`config.mk`:
```
export PLATFORM = sky130hd
export DESIGN_NAME = saps_cfg
export DESIGN_NICKNAME = d
export VERILOG_FILES = /design/src/rtl/sorted_address_predecessor_search_defines.svh /design/src/rtl/saps_pkg.sv /design/src/rtl/saps_cfg.sv
export SDC_FILE = /design/constraint.sdc
export NUM_CORES = 1
export LEC_CHECK = 0
export ABC_AREA = 1
export BUFFER_PORTS_ARGS = -buffer_cell sky130_fd_sc_hd__buf_2
export CAP_MARGIN = 20
export CORE_MARGIN = 2
export CORE_UTILIZATION = 46
export CTS_BUF_LIST = sky130_fd_sc_hd__clkbuf_8
export CTS_CLUSTER_DIAMETER = 120
export DETAILED_ROUTE_END_ITERATION = 12
export PLACE_DENSITY = 0.86
export SLEW_MARGIN = 20
export SYNTH_ARGS = -nofsm -noshare
export SYNTH_HDL_FRONTEND = slang
export SYNTH_SLANG_ARGS = --single-unit
```
`constraint.sdc`:
```
create_clock -name clk -period 0.8 [get_ports clk]
set_input_delay 0.04 -clock clk [delete_from_list [all_inputs] [get_ports clk]]
set_output_delay 0.04 -clock clk [all_outputs]
set_load 0.01 [all_outputs]
```
`src/rtl/sorted_address_predecessor_search_defines.svh`:
```
// assertion macros used by the predecessor search rtl
`ifndef SORTED_ADDRESS_PREDECESSOR_SEARCH_DEFINES_SVH
`define SORTED_ADDRESS_PREDECESSOR_SEARCH_DEFINES_SVH

// check on every clock edge, masked while reset is asserted
`define SAPS_ASSERT_RST(lbl, prop, msg) \
  lbl: assert property (@(posedge clk) disable iff (!rst_n) prop) else $error(msg);

// check on every clock edge, reset included
`define SAPS_ASSERT_CLK(lbl, prop, msg) \
  lbl: assert property (@(posedge clk) prop) else $error(msg);

`endif

```
`src/rtl/saps_pkg.sv`:
```
// shared types and constants for the sorted address predecessor search
package saps_pkg;

  // table geometry
  localparam int TABLE_DEPTH = 4096;
  localparam int ADDR_WIDTH  = 32;
  localparam int IDX_W       = $clog2(TABLE_DEPTH);
  localparam int CNT_W       = IDX_W + 1;
  localparam int SUM_W       = CNT_W + 1;

  // register file
  localparam int CFG_AW = 3;
  localparam logic REG_ENTRY_COUNT  = 1'b0;
  localparam logic REG_OFFSET_LIMIT = 1'b1;
  localparam logic [31:0] OFFSET_LIMIT_RESET = 32'd100000;

  // item action codes
  localparam logic ACT_LOAD  = 1'b0;
  localparam logic ACT_QUERY = 1'b1;

  typedef struct packed {
    logic        action;
    logic [11:0] entry_index;
    logic [31:0] entry_address;
    logic [31:0] query_pc;
  } in_item_t;

  typedef struct packed {
    logic        found;
    logic [11:0] symbol_index;
    logic [31:0] offset;
  } out_item_t;

  typedef struct packed {
    logic [12:0] entry_count;
    logic [31:0] offset_limit;
  } cfg_t;

  typedef enum logic [1:0] {
    S_IDLE,
    S_PROBE,
    S_FINAL
  } state_t;

endpackage

```
`src/rtl/saps_cfg.sv`:
```
// apb register block: entry count and offset limit
module saps_cfg (
  input  logic                       clk,
  input  logic                       rst_n,
  input  logic                       psel,
  input  logic                       penable,
  input  logic                       pwrite,
  input  logic [saps_pkg::CFG_AW-1:0] paddr,
  input  logic [31:0]                pwdata,
  output logic [31:0]                prdata,
  output logic                       pready,
  output saps_pkg::cfg_t             cfg
);

  logic [12:0] entry_count_r;
  logic [31:0] offset_limit_r;
  logic        wr_en;

  assign pready = 1'b1;
  assign wr_en  = psel && penable && pwrite;

  // register writes, decoded on the word address bit
  always_ff @(posedge clk) begin
    if (!rst_n) begin
      entry_count_r  <= '0;
      offset_limit_r <= saps_pkg::OFFSET_LIMIT_RESET;
    end else if (wr_en) begin
      case (paddr[2])
        saps_pkg::REG_ENTRY_COUNT:  entry_count_r  <= pwdata[12:0];
        saps_pkg::REG_OFFSET_LIMIT: offset_limit_r <= pwdata;
        default: ;
      endcase
    end
  end

  // read mux
  always_comb begin
    case (paddr[2])
      saps_pkg::REG_ENTRY_COUNT:  prdata = 32'(entry_count_r);
      saps_pkg::REG_OFFSET_LIMIT: prdata = offset_limit_r;
      default:                    prdata = '0;
    endcase
  end

  assign cfg.entry_count  = entry_count_r;
  assign cfg.offset_limit = offset_limit_r;

endmodule

```
==> flow_summary.ini <==
[yosys]
synth_top_area_share_pct = 40.70
yosysTopAreaCell = dfxtp_1
synthTopCellsByArea = dfxtp_1 41%, nand2_1 19%, nor2_1 13%
synthMostInstantiatedCell = nand2_1
synthArstFlopShare_pct = 0
synth_top_cells_by_count = 110 x nand2_1, 78 x nor2_1, 50 x inv_1, 45 x dfxtp_1, 45 x nand3_1
synth_enable_flop_cells = 0
syn_area_mm2 = 0.002213
synth_seq_cells = 45
ys_types = 16
ys.flop_type = dfxtp_1
yosysSeqAreaShare_pct = 40.70
syn_area_per_cell_um2 = 6.183
synth_fp_nets = 398
synthCells = 358
yosysWarnings = 0

[flow_run]
drv_cap = 0

[floorplan]
fp.dieW_um = 73.37
boundaryPins = 118
start_util_pct = 47.17
num_rows = 25
coreArea_mm2 = 0.004692
die_h_um = 73.37
dieArea_mm2 = 0.005382

[place]
gp_congestion = 0.7820
port_buffers = 114
dp.cells = 515
dp_hpwl_um = 4069

[hold_path]
hp-class = in -> reg
hp-start = pwdata[5]
whs_endpoint = offset_limit_r[5]$_SDFFE_PN1P_
holdPathStages = 3

[setup_path]
r2r_end = offset_limit_r[1]$_SDFFE_PN0P_
crit_arrival_ns = 0.89
start_kind = flip-flop
critPathRequiredTime_ns = 0.76
endpoint_kind = primary output
r2r_slack_ns = 0
reg2reg_from = offset_limit_r[1]$_SDFFE_PN0P_
reg2reg_depth = 4
crit_type = reg -> out
crit_path_max_fanout = 3

[clocking]
clkSinkCount = 45
htreeDepth = 2
clkLatencyLatePin_ns = 0.28
clk_pin_slew_ns = 0.08
root_buffer = clkbuf_8
cts_tree = yes
cts.path.max_buffers = 2
numCtsBuffers = 5

[sta]
hold_viol = 0
fmax_mhz = 1073
period_share_pct = 116.5
finClkSkew_ns = 0
final-setup-viol-count = 43
fin_ws_ns = -0.1317
slew_violations = 0
period_minus_slack_ns = 0.9317
rsz0062_at_grt = yes

[drt]
wl_um = 6351
viasPerCell = 4.719
drt-pass1-iter-count = 4
drtAntennaViolNets = 0
vias = 2520
drc = 0
drt-initial-drc-count = 146
wl_per_cell_um = 11.89

[run_status]
violations = negative setup slack
status = finished with violations

[layout]
drive_above_1_share_pct = 42.50
nNetsFinal = 520
nFillCells = 361
antenna_cells = 0
final_cells = 534
area_growth_pct = 54.38

[power_and_ir_drop]
finalPower_w = 0.004675
power.density_mw_per_mm2 = 1368
p_leak_nw = 1.964
peakVddDrop_uv = 894.7

[grt]
antenna_found_initial = 0
grt_pass1_vias = 2101
grt_first_pass_wirelength_um = 9032
gr-usage-all-layers_pct = 20.89
grt_overflow = 0
grt_max_degree = 46
==> sequential cells by signal, indices dropped and copies added, names as in the netlist <==
signal and cells:
entry_count_r 13, offset_limit_r 32
==> cells in the final DEF (no fill, tap or decap) <==
cell type / Yosys / final
nand2_1: 110 / 99
clkbuf_8: 0 / 6
inv_1: 50 / 48
buf_6: 2 / 44
nor2_2: 2 / 2
dfxtp_2: 0 / 44
buf_2: 9 / 71
nand3_1: 45 / 45
dfxtp_4: 0 / 1
nor2_8: 1 / 1
nand2_2: 1 / 12
dlygate4sd3_1: 0 / 5
inv_2: 0 / 3
buf_12: 0 / 5
conb_1: 1 / 1
nand3_2: 1 / 1
inv_4: 1 / 1
buf_4: 6 / 13
nor2_1: 78 / 78
==> cell type report <==
class                   instances  area (um2)  area share (%)
clock buffers                   6       82.58           2.417
clock inverters                 1       3.754          0.1098
inverters                      51       193.9           5.676
multi-input cells             239        1011           29.59
flip-flops and latches         45       959.7           28.08
well taps                      54       67.56           1.977
repair buffers                138        1099           32.15
==> layer usage <==
layer	up-vias	part of all wire, %	global-route usage (%)
met5	-	0	0
li1	1290	-	-
met1	1132	38	24.72
met4	0	0.76	3.636
met2	92	56	38.44
met3	6	5.9	5.213
==> repair_timing <==
action | in CTS | in global routing
hold endpoints to repair | 4 | 1
buffers inserted | 4 | 4
endpoints found under the setup margin | 77 | 78
resized for setup | 48 | 57
pin swaps | 8 | 7
hold buffers | 4 | 1
==> worst max-delay path by stage <==
stage / slack, ns / to / cells after the start / startpoint
2_1_floorplan: 0.08 / entry_count_r[2]$_SDFFE_PN0P_ / 6 / paddr[2]
3_3_place_gp: -0.09 / offset_limit_r[13]$_SDFFE_PN0P_ / 7 / psel
3_5_place_dp: -0.14 / offset_limit_r[16]$_SDFFE_PN1P_ / 7 / psel
4_1_cts: -0.10 / prdata[3] / 3 / entry_count_r[3]$_SDFFE_PN0P_
5_1_grt: -0.19 / prdata[20] / 3 / offset_limit_r[20]$_SDFFE_PN0P_
6_report: -0.13 / prdata[31] / 3 / offset_limit_r[31]$_SDFFE_PN0P_
==> logic make-up (layout without fill, tap and decap cells) <==
group	Yosys count	count (layout)	share of synthesized area [%]
buffers and inverters	74	196	14.87
other	1	1	0.1694
DFF	45	45	40.70
and+or+nand+nor	238	238	44.26
==> power by group <==
part | switching [W] | total (W) | internal [W]
Combinational | 0.000467 | 0.000906 | 0.000439
Sequential | 0.0000755 | 0.00241 | 0.00233
Clock | 0.000689 | 0.00136 | 0.000673
Total | 0.00123 | 0.00467 | 0.00344
==> through the flow <==
step / hold slack [ns] / setup TNS (ns) / util, % / worst slack (ns) / cell area [um2]
4_1_cts: 0.005487 / -2.711 / 66.08 / -0.1031 / 3100
3_5_place_dp: 0.2588 / -3.675 / 61.15 / -0.1386 / 2869
5_1_grt: 0.01667 / -6.080 / 72.83 / -0.1910 / 3417
2_1_floorplan: 0.1662 / 0 / - / 0.07578 / 2213
6_report: 0.005739 / -3.460 / 72.83 / -0.1317 / 3417
3_3_place_gp: 0.2599 / -2.647 / 61.15 / -0.08653 / 2869
==> worst max-delay path, stage by stage, from the launching register on <==
cell and delay (ns):
dfxtp_2 0.36, nand2_1 0.05, inv_1 0.06, buf_2 0.13
No activity file was read; power rests on OpenSTA's default activity.
